### src/perlin_gradient_noise_3d_defines.svh
// Assertion macros shared by the noise block's RTL files.
// Depends on nothing; the including module must have clk and arst_n.
`ifndef PERLIN_GRADIENT_NOISE_3D_DEFINES_SVH
`define PERLIN_GRADIENT_NOISE_3D_DEFINES_SVH

// Same-cycle implication, disabled while reset is asserted.
`define PGN_ASSERT_NOW(label, pre, post, msg) \
	label: assert property (@(posedge clk) disable iff (!arst_n) (pre) |-> (post)) \
		else $error(msg);

// Next-cycle implication, disabled while reset is asserted.
`define PGN_ASSERT_NEXT(label, pre, post, msg) \
	label: assert property (@(posedge clk) disable iff (!arst_n) (pre) |=> (post)) \
		else $error(msg);

`endif

### src/pgn_pkg.sv
// Shared types, constants and helpers for the 3-D gradient noise block.
// Depends on nothing; used by every module of the block.
package pgn_pkg;

	localparam int TABLE_SIZE  = 256;
	localparam int IDX_W       = $clog2(TABLE_SIZE);
	localparam int QUEUE_DEPTH = 2;

	typedef logic [IDX_W-1:0] idx_t;

	typedef enum logic [1:0] {
		OP_GRAD = 2'd0,
		OP_PERM = 2'd1,
		OP_EVAL = 2'd2,
		OP_NONE = 2'd3
	} op_t;

	// One classified item as it travels from the front end to the back end.
	typedef struct packed {
		op_t                  kind;
		idx_t                 idx;
		logic [2:0][15:0]     grad;
		logic [2:0][7:0]      perm;
		logic [2:0][IDX_W-1:0] cell0;
		logic [2:0][IDX_W-1:0] cell1;
		logic [2:0][15:0]     frac;
	} item_t;

	// Reduces an 8-bit value to a table index, modulo the table size.
	function automatic idx_t idx_of(input logic [7:0] v);
		logic [IDX_W+7:0] wide;
		wide = {{IDX_W{1'b0}}, v};
		return wide[IDX_W-1:0];
	endfunction

endpackage

### src/pgn_front.sv
// Front end: accepts items, drops unused codes and splits points into cells.
// Depends on pgn_pkg and the assertion macro header.
`include "perlin_gradient_noise_3d_defines.svh"

module pgn_front (
	input  logic                  clk,
	input  logic                  arst_n,
	input  logic                  in_valid,
	output logic                  in_ready,
	input  logic [1:0]            op,
	input  logic [7:0]            index,
	input  logic signed [15:0]    grad_x,
	input  logic signed [15:0]    grad_y,
	input  logic signed [15:0]    grad_z,
	input  logic [7:0]            perm_x_entry,
	input  logic [7:0]            perm_y_entry,
	input  logic [7:0]            perm_z_entry,
	input  logic signed [31:0]    point_x,
	input  logic signed [31:0]    point_y,
	input  logic signed [31:0]    point_z,
	output logic                  item_valid,
	output pgn_pkg::item_t        item,
	input  logic                  item_ready
);

	logic           front_v_q;
	pgn_pkg::item_t item_q;
	pgn_pkg::item_t item_d;
	logic           accept;

	assign in_ready   = !front_v_q || item_ready;
	assign accept     = in_valid && in_ready;
	assign item_valid = front_v_q;
	assign item       = item_q;

	always_comb begin
		item_d.kind  = pgn_pkg::op_t'(op);
		item_d.idx   = pgn_pkg::idx_of(index);
		item_d.grad  = {grad_z, grad_y, grad_x};
		item_d.perm  = {perm_z_entry, perm_y_entry, perm_x_entry};
		item_d.cell0[0] = point_x[16 +: pgn_pkg::IDX_W];
		item_d.cell0[1] = point_y[16 +: pgn_pkg::IDX_W];
		item_d.cell0[2] = point_z[16 +: pgn_pkg::IDX_W];
		item_d.cell1[0] = pgn_pkg::idx_t'(point_x[16 +: pgn_pkg::IDX_W] + 1'b1);
		item_d.cell1[1] = pgn_pkg::idx_t'(point_y[16 +: pgn_pkg::IDX_W] + 1'b1);
		item_d.cell1[2] = pgn_pkg::idx_t'(point_z[16 +: pgn_pkg::IDX_W] + 1'b1);
		item_d.frac  = {point_z[15:0], point_y[15:0], point_x[15:0]};
	end

	always_ff @(posedge clk or negedge arst_n) begin
		if (!arst_n) begin
			front_v_q <= 1'b0;
		end else if (accept) begin
			front_v_q <= (pgn_pkg::op_t'(op) != pgn_pkg::OP_NONE);
		end else if (item_ready) begin
			front_v_q <= 1'b0;
		end
	end

	always_ff @(posedge clk) begin
		if (accept) begin
			item_q <= item_d;
		end
	end

	`PGN_ASSERT_NEXT(a_unused_dropped, accept && (pgn_pkg::op_t'(op) == pgn_pkg::OP_NONE), !front_v_q, "unused op code was passed on")
	`PGN_ASSERT_NEXT(a_used_kept, accept && (pgn_pkg::op_t'(op) != pgn_pkg::OP_NONE), front_v_q, "accepted item was lost")

endmodule

### config.mk
export PLATFORM = sky130hd
export DESIGN_NAME = pgn_front
export DESIGN_NICKNAME = d
export VERILOG_FILES = /design/src/pgn_pkg.sv /design/src/pgn_front.sv
export VERILOG_INCLUDE_DIRS = /design/src /design/src/src
export SDC_FILE = /design/constraint.sdc
export NUM_CORES = 1
export LEC_CHECK = 0
export ABC_AREA = 0
export BUFFER_PORTS_ARGS = -buffer_cell sky130_fd_sc_hd__buf_2
export CAP_MARGIN = 20
export CORE_AREA = 2 2 142 144
export DETAILED_ROUTE_END_ITERATION = 10
export DIE_AREA = 0 0 144 146
export SETUP_SLACK_MARGIN = 0.4
export SYNTH_ARGS = -nofsm -noshare
export SYNTH_HDL_FRONTEND = slang
export SYNTH_SLANG_ARGS = --single-unit
### constraint.sdc
create_clock -name clk -period 5.35 [get_ports clk]
set_input_delay 0.535 -clock clk [delete_from_list [all_inputs] [get_ports clk]]
set_output_delay 0.535 -clock clk [all_outputs]
set_load 0.005 [all_outputs]
==> flow_summary.ini <==
[status]
outcome = completed

[drt]
via_count = 3547
drt.antenna.violating_nets = 0
dr.pass1.iters = 4
via_per_inst = 4.086
drt_first_iter_violations = 156
route.detailed.drc = 0
wire_per_inst_um = 16.33
wirelength_mm = 14.17

[logic_synthesis]
unique_cell_type_count_in_the_yosys_netlist = 14
syn_nets = 415
synth.top_cells.by_area = edfxtp_1 93%, xnor2_1 2.0%, nand3_1 1.0%, xor2_1 0.77%, ha_1 0.66%
synth_sequential_area_ratio = 0.9383
post_synth_inst_count = 230
synth_top_area_frac = 0.9340
syn-cell-area_sq_mm = 0.005723
avgSynthCellArea_sq_um = 24.88
synth_register_bits = 179
netlist.top_cell.by_area = edfxtp_1
ys_warn_count = 0

[clock_tree]
numClockSinks = 179
cts_made_buffers = 17
cts.path.max_buffers = 2
number_of_setup_buffers_added_after_cts = 0
clkLatencyLatePin_ps = 410
cts.clk_slew.worst_paths_ps = 70
cts-root-buf = clkbuf_16
clock_tree_from_tritoncts = yes
cts_max_level = 4

[layout]
nets = 774
drive_above_1_share = 0.6179
area.growth.synth_to_final_pct = 46.06
mostFrequentLayoutCells = 337 x buf_2, 178 x edfxtp_1, 17 x clkbuf_16, 13 x xnor2_1, 12 x nand3_1
final_area_sq_mm = 0.008359
ff_latch_area_sq_mm = 0.005370
num-fill-cells = 1792
commonest_non_fill_non_tap_cell_in_the_layout = buf_2
multiInputGateArea_sq_um = 344.1

[floorplan]
io-pin-count = 362
chipWidth_um = 144
start_util = 0.2960
die_height_um = 146
fp.coreArea_sq_mm = 0.01933
floorplan.die_area_sq_mm = 0.02102
rows = 51

[power]
power.ir.vdd_worst_uv = 197.1
total_leakage_power_nw = 3.491
powerDensity_mw_per_mm2 = 364.6

[sta]
max_slew_margin = 0.6243
fin_tns_setup_ps = 0
min_period_over_period = 0.3882
highest_clock_rate_mhz = 481.5
worst_pin_slew_ps = 563.6
finalSetupViolCount = 0
fin_crit_ps = 2077
timing.final.hold_violations = 0
slew_violations = 0
fin_ws_ps = 3273
setup_repair_after_global_routing_missed_its_margin = false
hold-worst-slack_ps = 290.0
fin_worst_skew_ps = 6.772

[placement]
placed_area_sq_mm = 0.007764
io_buffer_count = 337
gp_congestion = 0.8288
dp_worst_setup_slack_ps = 2694
detailed_place_hpwl_mm = 10.68

[global_routing]
grt_antenna_before_repair = 2
grt_overflow = 0
first_global_vias = 3726
track_usage = 0.1297
grt_first_pass_wirelength_mm = 20.25
grt_max_degree = 100

[critical_path]
worstSetupEndpointType = register
timing.setup.critical_path_class = reg -> reg
critPathMaxFanout = 99
critical_path_arrival_ps = 2130
required_ps = 5400
startpoint_type = register

[worst_hold_path]
hold_path_class = in -> reg

[job]
max_cap_viol_count = 0
==> synth_stat cells, drive strengths merged <==
cell,instances
dfrtp,1
xor2,5
nand2b,1
edfxtp,178
inv,3
xnor2,13
ha,3
and2,1
nor3,1
nand3,13
and3,5
nand2,5
nor2,1
==> final timing paths <==
path / start / endpoint / slack [ps] / cells after the start
worst max-delay path: item_valid / item[71] / 3270 / 4
worst min-delay path: point_z[7] / item[39] / 290 / 1
worst max register to register: item_valid / item[71] / 3270 / 4
worst min register to register: item_valid / item_valid / 550 / 2
max in group asynchronous: arst_n / item_valid / 4840 / 2
min in group asynchronous: arst_n / item_valid / 430 / 2
==> cell families (layout without fill, tap and decap cells) <==
kind of cell             Yosys count  in the layout  share of synthesized area
flip-flops                       179            179                     0.9383
AND/OR/NAND/NOR                   27             27                    0.02558
XOR/XNOR                          18             18                    0.02755
adder cells (fa/ha/maj)            3              3                   0.006560
buffers and inverters              3            375                   0.001968
other                              0              1                          0
==> worst max-delay path, stage by stage, from the launching register on <==
cell and delay (ps):
dfrtp_1 380, nand2b_1 120, and2_4 280, buf_16 320
buf_12 420
==> final cells by class <==
class,count,share of cell area
Antenna cell,1,0.0002994
Clock buffer,18,0.05134
Clock inverter,14,0.01512
Inverter,3,0.001347
Multi-Input combinational cell,48,0.04116
Sequential cell,179,0.6424
Tap cell,265,0.03966
Timing Repair Buffer,340,0.2087
==> flip-flops by register name (all words and copies together) (netlist names) <==
register / count
item_valid: 1
item: 178
==> what timing repair did <==
| item | in CTS | in global routing |
|---|---|---|
| gates resized for setup | 0 | 0 |
| hold buffers | 1 | 0 |
| endpoints found under the hold margin | 1 | 0 |
==> routing by layer <==
layer	global-route usage	share of wire
met5	0	0
met1	0.1321	0.36
met3	0.05890	0.094
met4	0.05049	0.020
met2	0.2298	0.52
==> power by group <==
part,switching (W),total [W],internal (W)
Combinational,0.000118,0.000224,0.000106
Sequential,0.0000192,0.00167,0.00165
Clock,0.000547,0.00116,0.000611
Total,0.000684,0.00305,0.00236
==> metrics by stage <==
step,std cells,utilization,power (W)
global route,868,0.4323,0.003178
finish,868,0.4323,0.003048
CTS,866,0.4308,0.003095
global placement,833,0.4015,0.001917
floorplan,230,-,0.001759
detailed placement,833,0.4015,0.001925
Note: power is estimated with default switching activity, not from simulation.
