===== config.mk =====
export PLATFORM = sky130hd
export DESIGN_NAME = pgn_queue
export DESIGN_NICKNAME = d
export VERILOG_FILES = /design/src/pgn_pkg.sv /design/src/pgn_queue.sv
export VERILOG_INCLUDE_DIRS = /design/src /design/src/src
export SDC_FILE = /design/constraint.sdc
export NUM_CORES = 1
export LEC_CHECK = 0
export BUFFER_PORTS_ARGS = -buffer_cell sky130_fd_sc_hd__clkbuf_2
export CORE_MARGIN = 3
export CORE_UTILIZATION = 55
export DETAILED_ROUTE_END_ITERATION = 10
export PLACE_DENSITY_LB_ADDON = 0.25
export RECOVER_POWER = 100
export SKIP_CTS_REPAIR_TIMING = 1
export SLEW_MARGIN = 20
export SYNTH_ARGS = -nofsm -noshare
export SYNTH_HDL_FRONTEND = slang
export SYNTH_SLANG_ARGS = --single-unit

===== constraint.sdc =====
create_clock -name clk -period 14.2 [get_ports clk]
set_input_delay 3.55 -clock clk [delete_from_list [all_inputs] [get_ports clk]]
set_output_delay 3.55 -clock clk [all_outputs]
set_load 0.02 [all_outputs]

===== src/perlin_gradient_noise_3d_defines.svh =====
// Assertion macros shared by the noise block's RTL files.
// Depends on nothing; the including module must have clk and arst_n.
`ifndef PERLIN_GRADIENT_NOISE_3D_DEFINES_SVH
`define PERLIN_GRADIENT_NOISE_3D_DEFINES_SVH

// Same-cycle implication, disabled while reset is asserted.
`define PGN_ASSERT_NOW(label, pre, post, msg) \
	label: assert property (@(posedge clk) disable iff (!arst_n) (pre) |-> (post)) \
		else $error(msg);

// Next-cycle implication, disabled while reset is asserted.
`define PGN_ASSERT_NEXT(label, pre, post, msg) \
	label: assert property (@(posedge clk) disable iff (!arst_n) (pre) |=> (post)) \
		else $error(msg);

`endif


===== src/pgn_pkg.sv =====
// Shared types, constants and helpers for the 3-D gradient noise block.
// Depends on nothing; used by every module of the block.
package pgn_pkg;

	localparam int TABLE_SIZE  = 256;
	localparam int IDX_W       = $clog2(TABLE_SIZE);
	localparam int QUEUE_DEPTH = 2;

	typedef logic [IDX_W-1:0] idx_t;

	typedef enum logic [1:0] {
		OP_GRAD = 2'd0,
		OP_PERM = 2'd1,
		OP_EVAL = 2'd2,
		OP_NONE = 2'd3
	} op_t;

	// One classified item as it travels from the front end to the back end.
	typedef struct packed {
		op_t                  kind;
		idx_t                 idx;
		logic [2:0][15:0]     grad;
		logic [2:0][7:0]      perm;
		logic [2:0][IDX_W-1:0] cell0;
		logic [2:0][IDX_W-1:0] cell1;
		logic [2:0][15:0]     frac;
	} item_t;

	// Reduces an 8-bit value to a table index, modulo the table size.
	function automatic idx_t idx_of(input logic [7:0] v);
		logic [IDX_W+7:0] wide;
		wide = {{IDX_W{1'b0}}, v};
		return wide[IDX_W-1:0];
	endfunction

endpackage


===== src/pgn_queue.sv =====
// Short queue that decouples the front end from the back end.
// Depends on pgn_pkg and the assertion macro header.
`include "perlin_gradient_noise_3d_defines.svh"

module pgn_queue (
	input  logic           clk,
	input  logic           arst_n,
	input  logic           push,
	input  pgn_pkg::item_t push_item,
	output logic           push_ready,
	output logic           pop_valid,
	output pgn_pkg::item_t pop_item,
	input  logic           pop
);

	localparam int PTR_W = (pgn_pkg::QUEUE_DEPTH > 1) ? $clog2(pgn_pkg::QUEUE_DEPTH) : 1;
	localparam int CNT_W = $clog2(pgn_pkg::QUEUE_DEPTH + 1);

	pgn_pkg::item_t   store_q [pgn_pkg::QUEUE_DEPTH];
	logic [PTR_W-1:0] wr_ptr_q;
	logic [PTR_W-1:0] rd_ptr_q;
	logic [CNT_W-1:0] count_q;
	logic             do_push;
	logic             do_pop;

	assign push_ready = (count_q != CNT_W'(pgn_pkg::QUEUE_DEPTH));
	assign pop_valid  = (count_q != '0);
	assign pop_item   = store_q[rd_ptr_q];
	assign do_push    = push && push_ready;
	assign do_pop     = pop && pop_valid;

	function automatic logic [PTR_W-1:0] next_ptr(input logic [PTR_W-1:0] p);
		return (p == PTR_W'(pgn_pkg::QUEUE_DEPTH - 1)) ? '0 : PTR_W'(p + 1'b1);
	endfunction

	always_ff @(posedge clk or negedge arst_n) begin
		if (!arst_n) begin
			wr_ptr_q <= '0;
			rd_ptr_q <= '0;
			count_q  <= '0;
		end else begin
			if (do_push) begin
				wr_ptr_q <= next_ptr(wr_ptr_q);
			end
			if (do_pop) begin
				rd_ptr_q <= next_ptr(rd_ptr_q);
			end
			if (do_push && !do_pop) begin
				count_q <= CNT_W'(count_q + 1'b1);
			end else if (do_pop && !do_push) begin
				count_q <= CNT_W'(count_q - 1'b1);
			end
		end
	end

	always_ff @(posedge clk) begin
		if (do_push) begin
			store_q[wr_ptr_q] <= push_item;
		end
	end

	`PGN_ASSERT_NEXT(a_fill_count, do_push && !do_pop, count_q == CNT_W'($past(count_q) + 1'b1), "queue count did not rise on push")
	`PGN_ASSERT_NEXT(a_drain_count, do_pop && !do_push, count_q == CNT_W'($past(count_q) - 1'b1), "queue count did not fall on pop")

endmodule


==> results of run 1 <==
state kept, by name, summed over array words and instances, names as in the netlist:
register	flops
count_q	2
rd_ptr_q	1
store_q	356
wr_ptr_q	1
routing by layer:
layer  wire, um  global-route usage  up-vias
li1           -                   -     3061
met1       9790               0.228     3242
met2      13300               0.324      309
met3       2520              0.0689       37
met4        515              0.0651        0
met5          0                   0        -
synthesized netlist by cell type:
cell,count
or2_2,1
and3_1,1
nand2b_1,1
mux2_4,100
edfxtp_1,356
xor2_1,2
inv_1,1
ha_1,1
nand2_1,2
xnor2_1,3
buf_6,14
buf_2,6
dfrtp_1,4
nor2_1,2
mux2_2,78
kinds of logic (layout without fill, tap and decap cells):
logic type / after synthesis / after routing / share of synthesized area
simple gates: 7 / 7 / 0.00251
other cells: 0 / 2 / 0
xor+xnor: 5 / 5 / 0.00326
fa+ha+maj: 1 / 1 / 0.000930
mux: 178 / 178 / 0.177
buf+inv: 21 / 431 / 0.0142
flops: 360 / 360 / 0.802
final timing paths:
| path | endpoint | from |
|---|---|---|
| min reg2reg | count_q[1]$_DFFE_PN0P_ | count_q[1]$_DFFE_PN0P_ |
| max in group asynchronous | rd_ptr_q$_DFFE_PN0P_ | arst_n |
| min | count_q[1]$_DFFE_PN0P_ | count_q[1]$_DFFE_PN0P_ |
| min in group asynchronous | wr_ptr_q$_DFFE_PN0P_ | arst_n |
| max reg2reg | store_q[0][79]$_DFFE_PP_ | count_q[0]$_DFFE_PN0P_ |
| max | store_q[0][79]$_DFFE_PP_ | push |
final cells by class:
| cell class | instances | share of cell area |
|---|---|---|
| Tap cell | 319 | 0.0249 |
| Timing Repair Buffer | 367 | 0.0984 |
| Clock buffer | 50 | 0.0608 |
| Antenna cell | 2 | 0.000312 |
| Clock inverter | 13 | 0.00523 |
| Sequential cell | 360 | 0.673 |
| Multi-Input combinational cell | 191 | 0.138 |
| Inverter | 1 | 0.000234 |
worst max-delay path, delay by kind of cell:
family                 cells  cell delay [ns]
buffers and inverters      2             3.19
AND/OR/NAND/NOR            2             2.19
power breakdown:
| group | internal [mW] | switching [mW] |
|---|---|---|
| Sequential | 1.48 | 0.0952 |
| Combinational | 0.387 | 0.694 |
| Clock | 0.496 | 0.349 |
| Total | 2.37 | 1.14 |
==> results.sh, run 1 <==
export IMPL_peakVddDrop_mv=0.143
export IMPL_path_class="input port to flip-flop"
export IMPL_synth_seq_cells=360
export IMPL_ant_nets=0
export IMPL_violations="capacitance limit, slew limit"
export IMPL_clk_pin_slew_ns=0.06
export IMPL_status="finished with violations"
export IMPL_overflow=0
export IMPL_post_dp_cell_area_um2=15500
export IMPL_gp_congestion=0.752
export IMPL_cts_sink_count=360
export IMPL_dp_slack_ns=7.15
export IMPL_hpwl_mm=17.7
export IMPL_crit_slowest_cell="clkbuf_1"
export IMPL_finalSetupViolCount=0
export IMPL_fin_nets=1141
export IMPL_dp_cells=1238
export IMPL_grt_pass1_vias=6837
export IMPL_rrSetupSlack_ns=7.77
export IMPL_die_w_um=162
export IMPL_seqCellArea_um2=10800
export IMPL_clkLatencyLatePin_ns=0.49
export IMPL_fillCellCount=1723
export IMPL_yosysUniqueCellTypes=15
export IMPL_rows=56
export IMPL_portBuffers=361
export IMPL_grt_pass1_wl_mm=38.1
export IMPL_p_per_area_nw_per_um2=218
export IMPL_syn_area_um2=13500
export IMPL_cts_root_buf="clkbuf_16"
export IMPL_tightest_slew_ns=4.22
export IMPL_cp_end_kind="flip-flop"
export IMPL_wl_per_cell_um=20.0
export IMPL_multi_input_comb_area_um2=2210
export IMPL_numCtsBuffers=37
export IMPL_hold_viol_final=0
export IMPL_synth_nets=755
export IMPL_routed_wirelength_mm=26.1
export IMPL_syn_area_per_cell_um2=23.5
export IMPL_final_cell_mix="edfxtp_1, clkbuf_1, clkbuf_2, mux2_1, mux2_2"
export IMPL_max_slew_margin=-1.81
export IMPL_synthToLayoutAreaGrowth_pct=19.3
export IMPL_critical_path_max_stage_delay_ns=3.09
export IMPL_worstPathArrival_ns=9.02
export IMPL_cp_start_kind="input port"
export IMPL_cap_violations=7
export IMPL_seq_area_frac_synth=0.802
export IMPL_finalNonFillerCells=1303
export IMPL_period_share=0.636
export IMPL_yosysWarnings=0
export IMPL_start_util=0.566
export IMPL_htreeDepth=2
export IMPL_tns_ns=0
export IMPL_die_h_um=162
export IMPL_drt_iter0_markers=400
export IMPL_period_minus_slack_ns=9.03
export IMPL_grt_usage=0.191
export IMPL_fin_area_um2=16000
export IMPL_hold_path_class="flip-flop to flip-flop"
export IMPL_worstRegToRegCells=4
export IMPL_leakage_nw=5.64
export IMPL_synth_area_leaders="edfxtp_1, mux2_4, mux2_2"
export IMPL_power_mw=3.50
export IMPL_skew_ns=0.0117
export IMPL_drc_errors=0
export IMPL_critPathMostFrequentCell="clkbuf_1"
export IMPL_drive_above_1_share=0.291
export IMPL_required_ns=14.19
export IMPL_cts_buffer_depth=3
export IMPL_vias=6649
export IMPL_synth_top_area_share=0.795
export IMPL_core_um2=23800
export IMPL_dr_pass1_iters=4
export IMPL_grt_start_max_net_pins=78
export IMPL_antenna_found_initial=2
export IMPL_cts_tree="yes"
export IMPL_worst_hold_slack_ns=0.493
export IMPL_holdPathStages=1
export IMPL_crit_chain="clkbuf_1 -> nand2_1 -> nor2_1 -> clkbuf_1"
export IMPL_drv_slew=442
export IMPL_post_route_util=0.675
export IMPL_dieArea_um2=26400
export IMPL_mostFrequentLayoutCell="edfxtp_1"
export IMPL_fin_ws_ns=5.17
export IMPL_synth_largest_area_cell="edfxtp_1"
export IMPL_via_per_inst=5.10
export IMPL_fmax_mhz=111
export IMPL_cp_max_fo=77
export IMPL_ios=362
export IMPL_rsz0062_at_grt="no"
export IMPL_syn_inst=572
Power figures use the tool's default switching activity.
==> inputs of run 2 (changes only) <==
--- a/config.mk
+++ b/config.mk
@@ -8,7 +8,7 @@
 export LEC_CHECK = 0
 export BUFFER_PORTS_ARGS = -buffer_cell sky130_fd_sc_hd__clkbuf_2
 export CORE_MARGIN = 3
-export CORE_UTILIZATION = 55
+export CORE_UTILIZATION = 47
 export DETAILED_ROUTE_END_ITERATION = 10
 export PLACE_DENSITY_LB_ADDON = 0.25
 export RECOVER_POWER = 100
==> constraint.sdc (replaced) <==
create_clock -name clk -period 7.92 [get_ports clk]
set_input_delay 1.98 -clock clk [delete_from_list [all_inputs] [get_ports clk]]
set_output_delay 1.98 -clock clk [all_outputs]
set_load 0.02 [all_outputs]
==> run 2 against run 1 <==
  * The flow still finishes with violations (capacitance limit, slew limit)
  * First-iteration DRC count is 10% higher
  * Cell count is 4.7% higher
  * Global-route usage shrank 2.1 points
  * Die area grew 16%
  * Sequential cell count unchanged
  * Core utilization shrank 9.4 points
  * Via count increased by 0.59%
  * Clock power rose by 95%
  * Sequential power rose by 74%
  * Combinational power grew 86%
  * Clock skew increased by 0.0026 ns
  * Critical path type is now flip-flop to output port
  * Largest cell class unchanged
==> results.sh, run 2 (synthesis results as in run 1) <==
export IMPL_drv_slew=58
export IMPL_rsz0062_at_grt="no"
export IMPL_die_w_um=175
export IMPL_portBuffers=361
export IMPL_hold_viol_final=0
export IMPL_worstPathArrival_ns=3.80
export IMPL_intPower_mw=4.31
export IMPL_ant_nets=0
export IMPL_crit_slowest_cell="dfrtp_1"
export IMPL_mostFrequentLayoutCell="edfxtp_1"
export IMPL_ios=362
export IMPL_antenna_found_initial=3
export IMPL_violations="capacitance limit, slew limit"
export IMPL_clk_pin_slew_ns=0.05
export IMPL_cp_start_kind="flip-flop"
export IMPL_status="finished with violations"
export IMPL_drc_errors=0
export IMPL_dp_cells=1295
export IMPL_grt_pass1_vias=7025
export IMPL_fin_ws_ns=2.14
export IMPL_wl_per_cell_um=19.7
export IMPL_cap_violations=2
export IMPL_worst_hold_slack_ns=0.503
export IMPL_skew_ns=0.0143
export IMPL_routed_wirelength_mm=26.8
export IMPL_post_route_util=0.581
export IMPL_cts_sink_count=360
export IMPL_required_ns=5.94
export IMPL_dr_pass1_iters=4
export IMPL_hold_path_class="flip-flop to flip-flop"
export IMPL_cts_tree="yes"
export IMPL_tightest_slew_ns=1.88
export IMPL_gp_congestion=0.771
export IMPL_switching_power_mw=2.10
export IMPL_period_minus_slack_ns=5.78
export IMPL_crit_chain="clkbuf_2 -> mux2_2 -> clkbuf_1"
export IMPL_hpwl_mm=17.6
export IMPL_cts_root_buf="clkbuf_16"
export IMPL_core_um2=28000
export IMPL_top_regs="store_q (356), count_q (2)"
export IMPL_numCtsBuffers=38
export IMPL_vias=6688
export IMPL_drt_iter0_markers=440
export IMPL_regMostFlops="store_q"
export IMPL_final_cell_mix="edfxtp_1, clkbuf_1, clkbuf_2, mux2_1, mux2_2"
export IMPL_crit_family="flip-flops"
export IMPL_post_dp_cell_area_um2=15600
export IMPL_fin_nets=1140
export IMPL_rows=61
export IMPL_cts_buffer_depth=3
export IMPL_drive_above_1_share=0.292
export IMPL_p_per_area_nw_per_um2=394
export IMPL_finalSetupViolCount=0
export IMPL_tns_ns=0
export IMPL_grt_start_max_net_pins=159
export IMPL_path_class="flip-flop to output port"
export IMPL_max_slew_margin=-0.258
export IMPL_htreeDepth=2
export IMPL_critical_path_max_stage_delay_ns=1.44
export IMPL_pwr_share_comb=0.313
export IMPL_fmax_mhz=173
export IMPL_peakVddDrop_mv=0.374
export IMPL_pwr_share_clk=0.258
export IMPL_die_h_um=175
export IMPL_start_util=0.480
export IMPL_leakage_nw=5.69
export IMPL_crit_buf_inv=2
export IMPL_seq_power_share=0.429
export IMPL_largest_reg_flops=356
export IMPL_dieArea_um2=30700
export IMPL_overflow=0
export IMPL_power_mw=6.40
export IMPL_grt_usage=0.169
export IMPL_fin_area_um2=16300
export IMPL_finalNonFillerCells=1364
export IMPL_switching_share=0.327
export IMPL_grt_pass1_wl_mm=40.1
export IMPL_synthToLayoutAreaGrowth_pct=21.0
export IMPL_period_share=0.730
export IMPL_cp_max_fo=49
export IMPL_dp_slack_ns=3.82
export IMPL_via_per_inst=4.90
export IMPL_cp_end_kind="output port"
export IMPL_clkLatencyLatePin_ns=0.51
## run 2: worst paths after layout
path / startpoint / end / slack (ns) / cells after the start
min: count_q[1]$_DFFE_PN0P_ / count_q[1]$_DFFE_PN0P_ / 0.50 / 1
min reg2reg: count_q[1]$_DFFE_PN0P_ / count_q[1]$_DFFE_PN0P_ / 0.50 / 1
max reg2reg: count_q[0]$_DFFE_PN0P_ / store_q[0][172]$_DFFE_PP_ / 4.52 / 4
max in group asynchronous: arst_n / rd_ptr_q$_DFFE_PN0P_ / 6.39 / 1
min in group asynchronous: arst_n / wr_ptr_q$_DFFE_PN0P_ / 1.31 / 1
max: rd_ptr_q$_DFFE_PN0P_ / pop_item[144] / 2.14 / 3
## run 2: power groups by stage
stage                     sequential [mW]  clock (mW)  combinational (mW)
after global placement               2.78           0                2.26
final                                2.75        1.65                2.01
after global routing                 2.79        1.78                2.14
after detailed placement             2.79           0                2.26
after floorplan                      2.79           0                1.67
after CTS                            2.76        1.70                2.27
## run 2: layout make-up
type	instances	area, um2
timing repair buffer	365	1590
clock buffer	52	1090
fill	2285	11700
sequential	360	10800
tap	378	473
multi-input combinational	191	2230
clock inverter	16	93.8
antenna	1	2.50
inverter	1	3.75
## run 2: metal layers
metal / share of wire / global-route usage
met4: 0.017 / 0.0482
met2: 0.47 / 0.274
met1: 0.40 / 0.212
met5: 0.0015 / 0
met3: 0.11 / 0.0684
